## config.mk

```make
export PLATFORM = sky130hd
export DESIGN_NAME = sequence_list_engine_flat
export DESIGN_NICKNAME = d
export VERILOG_FILES = /design/src/rtl/core/sle_pkg.sv /design/src/rtl/core/sle_channels.sv /design/src/rtl/core/sle_front.sv /design/src/rtl/core/sle_back.sv /design/src/rtl/core/sequence_list_engine.sv /design/src/flat_wrapper.sv
export SDC_FILE = /design/constraint.sdc
export NUM_CORES = 2
export LEC_CHECK = 0
export BUFFER_PORTS_ARGS = -buffer_cell sky130_fd_sc_hd__clkbuf_2
export CAP_MARGIN = 20
export CORE_MARGIN = 3
export CORE_UTILIZATION = 40
export CTS_BUF_LIST = sky130_fd_sc_hd__clkbuf_4
export DETAILED_ROUTE_END_ITERATION = 10
export SLEW_MARGIN = 10
export SYNTH_ARGS = -nofsm -noshare
export SYNTH_HDL_FRONTEND = slang
export SYNTH_SLANG_ARGS = --single-unit
```

## constraint.sdc

```tcl
create_clock -name clk_i -period 4.21 [get_ports clk_i]
set_clock_uncertainty 0.2 [all_clocks]
set_input_delay 0.6315 -clock clk_i [delete_from_list [all_inputs] [get_ports clk_i]]
set_output_delay 0.6315 -clock clk_i [all_outputs]
set_load 0.02 [all_outputs]
```

## src/rtl/core/sle_pkg.sv

```systemverilog
// sle_pkg: shared types and field widths of the sequence list engine.
// No dependencies; imported by the channel interfaces and all core modules.
package sle_pkg;

  localparam int unsigned OpW     = 2;
  localparam int unsigned ItemW   = 32;
  localparam int unsigned PosW    = 5;
  localparam int unsigned StatusW = 2;
  localparam int unsigned IndexW  = 5;
  localparam int unsigned LengthW = 6;

  typedef enum logic [OpW-1:0] {
    OP_INS_FRONT = 2'd0,
    OP_INS_BACK  = 2'd1,
    OP_DELETE    = 2'd2,
    OP_DUMP      = 2'd3
  } op_e;

  typedef enum logic [StatusW-1:0] {
    STAT_OK      = 2'd0,
    STAT_EMPTY   = 2'd1,
    STAT_INVALID = 2'd2,
    STAT_FULL    = 2'd3
  } status_e;

  // decoded command as it sits in the front queue
  typedef struct packed {
    op_e             op;
    logic [ItemW-1:0] value;
    logic [PosW-1:0]  position;
  } cmd_t;

  // head of the front queue as seen by the back end
  typedef struct packed {
    logic valid;
    cmd_t cmd;
  } queue_head_t;

endpackage

```

## src/rtl/core/sle_channels.sv

```systemverilog
// sle_in_if / sle_out_if: valid/ready channels of the sequence list engine.
// Depends on sle_pkg for field widths.
interface sle_in_if import sle_pkg::*; ();
  logic                    valid;
  logic                    ready;
  logic [OpW-1:0]          op;
  logic signed [ItemW-1:0] item_value;
  logic [PosW-1:0]         position;

  modport source (output valid, op, item_value, position, input ready);
  modport sink   (input valid, op, item_value, position, output ready);
endinterface

interface sle_out_if import sle_pkg::*; ();
  logic                    valid;
  logic                    ready;
  logic [StatusW-1:0]      status;
  logic signed [ItemW-1:0] elem_value;
  logic [IndexW-1:0]       elem_index;
  logic                    last_of_run;
  logic [LengthW-1:0]      length_now;

  modport source (output valid, status, elem_value, elem_index, last_of_run, length_now,
                  input ready);
  modport sink   (input valid, status, elem_value, elem_index, last_of_run, length_now,
                  output ready);
endinterface

```

## src/rtl/core/sle_front.sv

```systemverilog
// sle_front: accepts input words, decodes the op and holds them in a two-entry queue.
// Depends on sle_pkg and sle_in_if.
module sle_front import sle_pkg::*; (
  input  logic          clk_i,
  input  logic          rst_ni,
  sle_in_if.sink        in_i,
  output queue_head_t   head_o,
  input  logic          pop_i
);

  localparam int unsigned Depth = 2;

  cmd_t       entry_q [Depth];
  logic       wr_ptr_q, rd_ptr_q;
  logic [1:0] fill_q;
  logic       push;
  cmd_t       cmd_in;

  assign in_i.ready = (fill_q != 2'(Depth));
  assign push       = in_i.valid && in_i.ready;

  always_comb begin
    cmd_in.op       = op_e'(in_i.op);
    cmd_in.value    = in_i.item_value;
    cmd_in.position = in_i.position;
  end

  assign head_o.valid = (fill_q != 2'd0);
  assign head_o.cmd   = entry_q[rd_ptr_q];

  always_ff @(posedge clk_i or negedge rst_ni) begin
    if (!rst_ni) begin
      wr_ptr_q <= 1'b0;
      rd_ptr_q <= 1'b0;
      fill_q   <= 2'd0;
    end else begin
      if (push) begin
        wr_ptr_q <= ~wr_ptr_q;
      end
      if (pop_i) begin
        rd_ptr_q <= ~rd_ptr_q;
      end
      fill_q <= fill_q + 2'(push) - 2'(pop_i);
    end
  end

  always_ff @(posedge clk_i) begin
    if (push) begin
      entry_q[wr_ptr_q] <= cmd_in;
    end
  end

endmodule

```

## src/rtl/core/sle_back.sv

```systemverilog
// sle_back: executes queued commands on the circular element store, owns the output register.
// Depends on sle_pkg and sle_out_if.
module sle_back import sle_pkg::*; #(
  parameter int unsigned CAPACITY   = 32,
  parameter int unsigned VALUE_BITS = 32
) (
  input  logic        clk_i,
  input  logic        rst_ni,
  input  queue_head_t head_i,
  output logic        pop_o,
  sle_out_if.source   out_o
);

  localparam int unsigned SW   = (CAPACITY > 1) ? $clog2(CAPACITY) : 1;
  localparam int unsigned CW   = $clog2(CAPACITY + 1);
  localparam int unsigned CMPW = (CW > PosW) ? CW : PosW;

  typedef enum logic [2:0] {
    S_IDLE,
    S_DEL_RD,
    S_DEL_WR,
    S_DUMP_RD,
    S_DUMP_OUT
  } state_e;

  function automatic logic [SW-1:0] slot_of(input logic [SW-1:0] h, input logic [CW-1:0] i);
    logic [CW:0] s;
    s = (CW+1)'(h) + (CW+1)'(i);
    if (s >= (CW+1)'(CAPACITY)) begin
      s = s - (CW+1)'(CAPACITY);
    end
    return s[SW-1:0];
  endfunction

  // element store and its registered read port
  logic [VALUE_BITS-1:0] mem [CAPACITY];
  logic [VALUE_BITS-1:0] rd_data_q;
  logic                  we, re;
  logic [SW-1:0]         waddr, raddr;
  logic [VALUE_BITS-1:0] wdata;

  state_e                state_q, state_d;
  logic [SW-1:0]         head_q, head_d;
  logic [CW-1:0]         count_q, count_d;
  logic [CW-1:0]         idx_q, idx_d;
  logic [CW-1:0]         idx_nx;

  logic                  res_valid_q;
  status_e               res_status_q;
  logic [VALUE_BITS-1:0] res_value_q;
  logic [CW-1:0]         res_index_q;
  logic                  res_last_q;
  logic [CW-1:0]         res_length_q;

  logic                  res_free, res_load;
  status_e               res_status;
  logic [VALUE_BITS-1:0] res_value;
  logic [CW-1:0]         res_index;
  logic                  res_last;
  logic                  is_full, is_empty, pos_bad;
  logic [ItemW-1:0]      value_raw;

  assign res_free  = !res_valid_q || out_o.ready;
  assign is_full   = (count_q == CW'(CAPACITY));
  assign is_empty  = (count_q == '0);
  assign pos_bad   = (CMPW'(head_i.cmd.position) >= CMPW'(count_q));
  assign idx_nx    = idx_q + 1'b1;
  assign value_raw = head_i.cmd.value;

  always_comb begin
    state_d    = state_q;
    head_d     = head_q;
    count_d    = count_q;
    idx_d      = idx_q;
    we         = 1'b0;
    waddr      = '0;
    wdata      = VALUE_BITS'(value_raw);
    re         = 1'b0;
    raddr      = '0;
    pop_o      = 1'b0;
    res_load   = 1'b0;
    res_status = STAT_OK;
    res_value  = '0;
    res_index  = '0;
    res_last   = 1'b1;

    case (state_q)
      S_IDLE: begin
        if (head_i.valid && res_free) begin
          case (head_i.cmd.op)
            OP_INS_FRONT: begin
              res_load = 1'b1;
              pop_o    = 1'b1;
              if (is_full) begin
                res_status = STAT_FULL;
              end else begin
                head_d  = (head_q == '0) ? SW'(CAPACITY - 1) : head_q - 1'b1;
                we      = 1'b1;
                waddr   = head_d;
                count_d = count_q + 1'b1;
              end
            end
            OP_INS_BACK: begin
              res_load = 1'b1;
              pop_o    = 1'b1;
              if (is_full) begin
                res_status = STAT_FULL;
              end else begin
                we      = 1'b1;
                waddr   = slot_of(head_q, count_q);
                count_d = count_q + 1'b1;
              end
            end
            OP_DELETE: begin
              if (is_empty) begin
                res_load   = 1'b1;
                pop_o      = 1'b1;
                res_status = STAT_EMPTY;
              end else if (pos_bad) begin
                res_load   = 1'b1;
                pop_o      = 1'b1;
                res_status = STAT_INVALID;
              end else begin
                idx_d   = CW'(head_i.cmd.position);
                state_d = S_DEL_RD;
              end
            end
            OP_DUMP: begin
              if (is_empty) begin
                res_load   = 1'b1;
                pop_o      = 1'b1;
                res_status = STAT_EMPTY;
              end else begin
                idx_d   = '0;
                state_d = S_DUMP_RD;
              end
            end
            default: ;
          endcase
        end
      end
      S_DEL_RD: begin
        if (idx_nx < count_q) begin
          re      = 1'b1;
          raddr   = slot_of(head_q, idx_nx);
          state_d = S_DEL_WR;
        end else if (res_free) begin
          count_d  = count_q - 1'b1;
          res_load = 1'b1;
          pop_o    = 1'b1;
          state_d  = S_IDLE;
        end
      end
      S_DEL_WR: begin
        we      = 1'b1;
        waddr   = slot_of(head_q, idx_q);
        wdata   = rd_data_q;
        idx_d   = idx_nx;
        state_d = S_DEL_RD;
      end
      S_DUMP_RD: begin
        re      = 1'b1;
        raddr   = slot_of(head_q, idx_q);
        state_d = S_DUMP_OUT;
      end
      S_DUMP_OUT: begin
        if (res_free) begin
          res_load  = 1'b1;
          res_value = rd_data_q;
          res_index = idx_q;
          res_last  = (idx_nx == count_q);
          if (res_last) begin
            pop_o   = 1'b1;
            state_d = S_IDLE;
          end else begin
            // fetch the next element while this one sits in the output register
            re    = 1'b1;
            raddr = slot_of(head_q, idx_nx);
            idx_d = idx_nx;
          end
        end
      end
      default: state_d = S_IDLE;
    endcase
  end

  always_ff @(posedge clk_i or negedge rst_ni) begin
    if (!rst_ni) begin
      state_q      <= S_IDLE;
      head_q       <= '0;
      count_q      <= '0;
      idx_q        <= '0;
      res_valid_q  <= 1'b0;
      res_status_q <= STAT_OK;
      res_value_q  <= '0;
      res_index_q  <= '0;
      res_last_q   <= 1'b0;
      res_length_q <= '0;
    end else begin
      state_q <= state_d;
      head_q  <= head_d;
      count_q <= count_d;
      idx_q   <= idx_d;
      if (res_load) begin
        res_valid_q  <= 1'b1;
        res_status_q <= res_status;
        res_value_q  <= res_value;
        res_index_q  <= res_index;
        res_last_q   <= res_last;
        res_length_q <= count_d;
      end else if (out_o.ready) begin
        res_valid_q <= 1'b0;
      end
    end
  end

  always_ff @(posedge clk_i) begin
    if (we) begin
      mem[waddr] <= wdata;
    end
  end

  always_ff @(posedge clk_i) begin
    if (re) begin
      rd_data_q <= mem[raddr];
    end
  end

  assign out_o.valid       = res_valid_q;
  assign out_o.status      = res_status_q;
  assign out_o.elem_value  = $signed(ItemW'(res_value_q));
  assign out_o.elem_index  = IndexW'(res_index_q);
  assign out_o.last_of_run = res_last_q;
  assign out_o.length_now  = LengthW'(res_length_q);

  // every retired command leaves a result in the output register
  a_pop_has_result: assert property (@(posedge clk_i) disable iff (!rst_ni)
    pop_o |-> res_load)
    else $error("command retired without a result");

  // a final result of a run always retires its command
  a_last_pops: assert property (@(posedge clk_i) disable iff (!rst_ni)
    (res_load && res_last) |-> pop_o)
    else $error("last result without retiring the command");

  a_count_bound: assert property (@(posedge clk_i) disable iff (!rst_ni)
    count_q <= CW'(CAPACITY))
    else $error("element count above capacity");

  a_insert_grows: assert property (@(posedge clk_i) disable iff (!rst_ni)
    (state_q == S_IDLE && res_load && res_status == STAT_OK &&
     (head_i.cmd.op == OP_INS_FRONT || head_i.cmd.op == OP_INS_BACK))
    |=> count_q == $past(count_q) + 1'b1)
    else $error("successful insert did not grow the list");

endmodule

```

## src/rtl/core/sequence_list_engine.sv

```systemverilog
// sequence_list_engine: top level of the double-ended list with positional delete.
// Depends on sle_pkg, sle_channels (sle_in_if, sle_out_if), sle_front and sle_back.
//
// Usage:
//   in_i  (sle_in_if.sink): one word per command: op, item_value, position.
//   out_o (sle_out_if.source): result words: status, elem_value, elem_index,
//         last_of_run, length_now. last_of_run marks the final word of a command.
//   A front stage decodes commands into a two-entry queue; a back stage runs them
//   against a circular store of CAPACITY entries (one write and one registered
//   read port) and owns the output register, so input keeps flowing while a
//   result waits.
//   Inserts and rejected commands (full, empty, invalid position) pass the queue
//   entry and then the output register; these retire one per cycle while out_o.ready.
//   Delete at position p of n elements: each of the n-1-p elements behind p
//   moves down one slot to close the gap, taking one store read and one store write.
//   Dump of n elements: the first word passes the queue entry, S_DUMP_RD, the store
//   read register and the output register, then one word per cycle while out_o.ready.
//   Commands are handled one at a time by the back stage.
//   Reset empties the list (head and count cleared); store contents are not
//   cleared and no clearing pass is needed.
//   When the receiver stalls, the output word holds, the back stage waits, and
//   in_i.ready drops once the queue holds two commands.
module sequence_list_engine import sle_pkg::*; #(
  parameter int unsigned CAPACITY   = 32,
  parameter int unsigned VALUE_BITS = 32
) (
  input  logic      clk_i,
  input  logic      rst_ni,
  sle_in_if.sink    in_i,
  sle_out_if.source out_o
);

  queue_head_t q_head;
  logic        q_pop;

  // front: accept and decode
  sle_front u_front (
    .clk_i  (clk_i),
    .rst_ni (rst_ni),
    .in_i   (in_i),
    .head_o (q_head),
    .pop_i  (q_pop)
  );

  // back: list operations and result words
  sle_back #(
    .CAPACITY   (CAPACITY),
    .VALUE_BITS (VALUE_BITS)
  ) u_back (
    .clk_i  (clk_i),
    .rst_ni (rst_ni),
    .head_i (q_head),
    .pop_o  (q_pop),
    .out_o  (out_o)
  );

endmodule
```

## src/flat_wrapper.sv

```systemverilog
// flat-port wrapper written by rule: the top's interface ports become plain ports
module sequence_list_engine_flat import sle_pkg::*;
#(
  parameter int unsigned CAPACITY   = 32,
  parameter int unsigned VALUE_BITS = 32
)
  (clk_i, rst_ni, in_i_valid, in_i_op, in_i_item_value, in_i_position, in_i_ready, out_o_valid, out_o_status, out_o_elem_value, out_o_elem_index, out_o_last_of_run, out_o_length_now, out_o_ready);
  sle_in_if in_i_i ();
  sle_out_if out_o_i ();
  input  logic clk_i;
  input  logic rst_ni;
  input wire logic [$bits(in_i_i.valid)-1:0] in_i_valid;
  input wire logic [$bits(in_i_i.op)-1:0] in_i_op;
  input wire logic [$bits(in_i_i.item_value)-1:0] in_i_item_value;
  input wire logic [$bits(in_i_i.position)-1:0] in_i_position;
  output wire logic [$bits(in_i_i.ready)-1:0] in_i_ready;
  output wire logic [$bits(out_o_i.valid)-1:0] out_o_valid;
  output wire logic [$bits(out_o_i.status)-1:0] out_o_status;
  output wire logic [$bits(out_o_i.elem_value)-1:0] out_o_elem_value;
  output wire logic [$bits(out_o_i.elem_index)-1:0] out_o_elem_index;
  output wire logic [$bits(out_o_i.last_of_run)-1:0] out_o_last_of_run;
  output wire logic [$bits(out_o_i.length_now)-1:0] out_o_length_now;
  input wire logic [$bits(out_o_i.ready)-1:0] out_o_ready;
  assign in_i_i.valid = in_i_valid;
  assign in_i_i.op = in_i_op;
  assign in_i_i.item_value = in_i_item_value;
  assign in_i_i.position = in_i_position;
  assign in_i_ready = in_i_i.ready;
  assign out_o_valid = out_o_i.valid;
  assign out_o_status = out_o_i.status;
  assign out_o_elem_value = out_o_i.elem_value;
  assign out_o_elem_index = out_o_i.elem_index;
  assign out_o_last_of_run = out_o_i.last_of_run;
  assign out_o_length_now = out_o_i.length_now;
  assign out_o_i.ready = out_o_ready;
  sequence_list_engine #(.CAPACITY(CAPACITY), .VALUE_BITS(VALUE_BITS)) u_core (.clk_i(clk_i), .rst_ni(rst_ni), .in_i(in_i_i), .out_o(out_o_i));
endmodule
```

==> flow_summary_export.csv <==
group,metric,value,unit
floorplanning,die_height,350,um
placement,dp_hpwl,81.4,mm
clock_tree,cts_num_sinks,1205,
synthesis,synth_fp_nets,3500,
final_layout,final_layout_size_suffix_gt1_share,22.3,%
final_layout,instances_no_fill,5667,
power_and_ir_drop,power.internal,30.4,mW
route,drt_iter0_markers,3787,
clock_tree,clock_insertion_delay_worst_skew,1.16,ns
worst_setup_path,path_class,"flip-flop to flip-flop",
worst_setup_path,crit_path_max_fanout,31,
synthesis,synth_cell_types,56,
synthesis,synth_commonest_cells,"edfxtp_1, nand2_1, a21oi_1",
placement,port-buffer-count,90,
global_route,first_global_vias,31700,
final_layout,areaGrowthSynthToFinish,20.6,%
synthesis,synth_top_area_cell,"edfxtp_1",
route,vias,32300,
worst_setup_path,worst_path_arrival,4.77,ns
synthesis,ys_async_sr_fraction,5.89,%
global_route,global_route_wire_length_before_repair,211,mm
timing,slew-limit-headroom,32.8,%
synthesis,syn_inst,3425,
route,antenna_violating_nets_post_route,0,
clock_tree,cts_tree,"done",
route,drt-met1-wl,59.0,mm
synthesis,synth-seq-cells,1205,
route,highest_layer,"met5",
final_layout,finish.utilization,48.9,%
timing,max_clock_freq,242,MHz
route,vias_per_cell,5.70,
synthesis,synthMostInstantiatedCell,"edfxtp_1",
synthesis,synth.cell_area,47400,sq um
timing,finalSetupViolations,0,
worst_setup_path,kind_of_launch_point_of_the_worst_setup_path,"flip-flop",
power_and_ir_drop,total_switching_power,21.9,mW
clock_tree,cts_made_buffers,327,
final_layout,total_area_of_multi_input_combinational_cells,11100,sq um
floorplanning,core-area,117000,sq um
job,max-cap-violations,0,
clock_tree,clock_tree.htree_level_count,5,
synthesis,netlist_top_cells_area,"edfxtp_1, nand2_1, a32oi_1, a21oi_1, dfrtp_1",
floorplanning,top_level_ports,91,
clock_tree,clockRootBuffer,"clkbuf_4",
power_and_ir_drop,seqPwrFrac,34.2,%
timing,final_period_minus_worst_setup_slack,4.13,ns
final_layout,layout.filler_cells,10000,
global_route,grt-ovfl-total,0,
synthesis,syn_area_per_cell,13.8,sq um
clock_tree,max-clock-path-buffers,4,
final_layout,seqCellArea,35800,sq um
run_status,outcome,"finished clean",
timing,min_period_over_period,98.1,%
route,drtPass1Iterations,5,
worst_setup_path,cp-end-kind,"flip-flop",
timing,finalMaxSlewViolations,0,
synthesis,ys_seq_area_share,75.6,%
global_route,track_usage,23.5,%
synthesis,synth.yosys.warnings,0,
synthesis,yosys.area.top_type_share,71.9,%
route,met3_wirelength,13.6,mm
route,wire_per_inst,25.7,um
worst_setup_path,regToRegSetupSlack,0.08,ns
power_and_ir_drop,clock_power_share,19.1,%
floorplanning,die_width,350,um
worst_setup_path,critPathRequiredTime,4.85,ns
timing,final-hold-violation-count,0,
global_route,grt_max_degree,72,
route,route.met2.wl,68.5,mm
power_and_ir_drop,power-per-cell-area,915,nW/um^2
placement,numPlacedInstances,5023,
power_and_ir_drop,peakVddDrop,0.956,mV
route,detail_route.drc_violations,0,
floorplanning,die_area,123000,sq um
synthesis,synth_edf_count,1134,
power_and_ir_drop,p_comb_share,46.7,%
floorplanning,floorplan.initialDensity,40.6,%
final_layout,final_net_count,4014,
placement,gp_congestion,0.874,
power_and_ir_drop,power.static_leakage,19.6,nW
hold_path,hold_path_class,"primary input to flip-flop",
synthesis,dominantRegCellSynth,"edfxtp_1",
floorplanning,placementRows,125,
power_and_ir_drop,switching_share,41.9,%
clock_tree,clkSlewWorstSetupHoldPaths,0.07,ns
global_route,antenna_violations_before_repair,5,
timing,timing_worst_slew_pin_value,0.980,ns
route,postRouteWirelength,146,mm
[worst max-delay path, cell delays in order (launching register included)]
cell and delay (ns):
dfrtp_1 0.47, ha_1 0.27, fa_1 0.40, xor2_1 0.35, nor2b_1 0.30, buf_4 0.20
nor2_1 0.05, a2bb2oi_1 0.15, a21oi_4 0.26, buf_12 0.20, buf_6 0.35, a32oi_1 0.16
a21oi_1 0.30, nor4_1 0.11
[layer usage]
metal | vias up | GRT usage, %
met5 | - | 0
met4 | 2 | 8.93
met3 | 256 | 5.37
met2 | 1700 | 37.3
met1 | 16200 | 31.5
li1 | 14100 | -
[layout by cell type (no fill, tap or decap), drive strengths merged, types with 38 or more instances in the layout]
master,netlist,final
dlygate4sd3,0,82
a32oi,255,255
nor2,62,62
nand2,906,906
a21oi,406,406
o21ai,89,89
clkbuf,113,567
dfrtp,71,71
clkinv,0,46
buf,104,222
mux2i,38,38
edfxtp,1134,1134
[path summary, 6_finish.rpt]
path | from | to | depth (start not counted)
max reg2reg | u_core.u_back.head_q[0]$_DFFE_PN0P_ | u_core.u_back.rd_data_q[25]$_DFFE_PP_ | 13
max | u_core.u_back.head_q[0]$_DFFE_PN0P_ | u_core.u_back.rd_data_q[25]$_DFFE_PP_ | 13
min | in_i_valid | u_core.u_front.wr_ptr_q$_DFFE_PN0P_ | 4
min reg2reg | u_core.u_back.rd_data_q[4]$_DFFE_PP_ | u_core.u_back.out_o.elem_value[4]$_DFFE_PN0P_ | 2
min in group asynchronous | rst_ni | u_core.u_back.out_o.elem_value[1]$_DFFE_PN0P_ | 4
max in group asynchronous | rst_ni | u_core.u_back.out_o.elem_value[15]$_DFFE_PN0P_ | 4
[metrics by stage]
step | area (sq um) | total power, mW | setup WS (ns) | hold WS [ns] | TNS, ns
2_1_floorplan | 47400 | 30.9 | -0.0284 | 0.136 | -12.56
3_3_place_gp | 51500 | 40.2 | -0.160 | 0.293 | -0.365
3_5_place_dp | 51600 | 40.6 | -0.203 | 0.295 | -1.14
4_1_cts | 56600 | 51.4 | 0.00506 | 0.0711 | 0
5_1_grt | 57100 | 55.0 | -0.0264 | 0.166 | -0.0264
6_report | 57100 | 52.3 | 0.0803 | 0.212 | 0
[registers in the layout, summed over array words and instances, names as in the netlist, 2 cells and up]
name                            flops
u_core.u_back.out_o.elem_value     32
u_core.u_front.fill_q               2
u_core.u_back.head_q                5
u_core.u_front.entry_q             78
u_core.u_back.count_q               6
u_core.u_back.out_o.length_now      6
u_core.u_back.mem                1024
u_core.u_back.out_o.status          2
u_core.u_back.rd_data_q            32
u_core.u_back.idx_q                 6
u_core.u_back.state_q               3
u_core.u_back.res_index_q           5
[power by group through the flow]
stage | Sequential, mW | Clock, mW | Combinational (mW)
after global routing | 18.0 | 10.9 | 26.1
after detailed placement | 18.1 | 0 | 22.4
after global placement | 18.2 | 0 | 22.0
final | 17.9 | 10.0 | 24.4
after CTS | 17.9 | 10.2 | 23.2
after floorplan | 18.1 | 0 | 12.8
[what timing repair did]
| action | 4_1_cts | 5_1_grt |
|---|---|---|
| setup endpoints to repair | 14 | 21 |
| gates resized for setup | 19 | 14 |
| gates cloned | 4 | 5 |
| pin swaps | 2 | 5 |
| hold buffers | 83 | 0 |
| buffers inserted | 2 | 4 |
| endpoints found under the hold margin | 183 | 0 |
[cell type report]
class / count / area share [%]
inverter: 21 / 0.138
sequential: 1205 / 62.7
timing repair buffer: 402 / 7.50
multi-input combinational: 1982 / 19.5
antenna: 4 / 0.0175
clock inverter: 56 / 0.635
tap: 1524 / 3.34
clock buffer: 473 / 6.21
[cell families after synthesis]
group                    count (synthesis)  share of synthesized area, %
adder cells (fa/ha/maj)                 32                         0.892
flip-flops                            1205                          75.6
buffers and inverters                  238                          2.11
AND/OR/NAND/NOR                       1071                          8.97
AO/OA/AOI/OAI                          803                          10.8
multiplexers                            50                          1.09
XOR/XNOR                                26                         0.481
(Power assumes the default switching activity.)
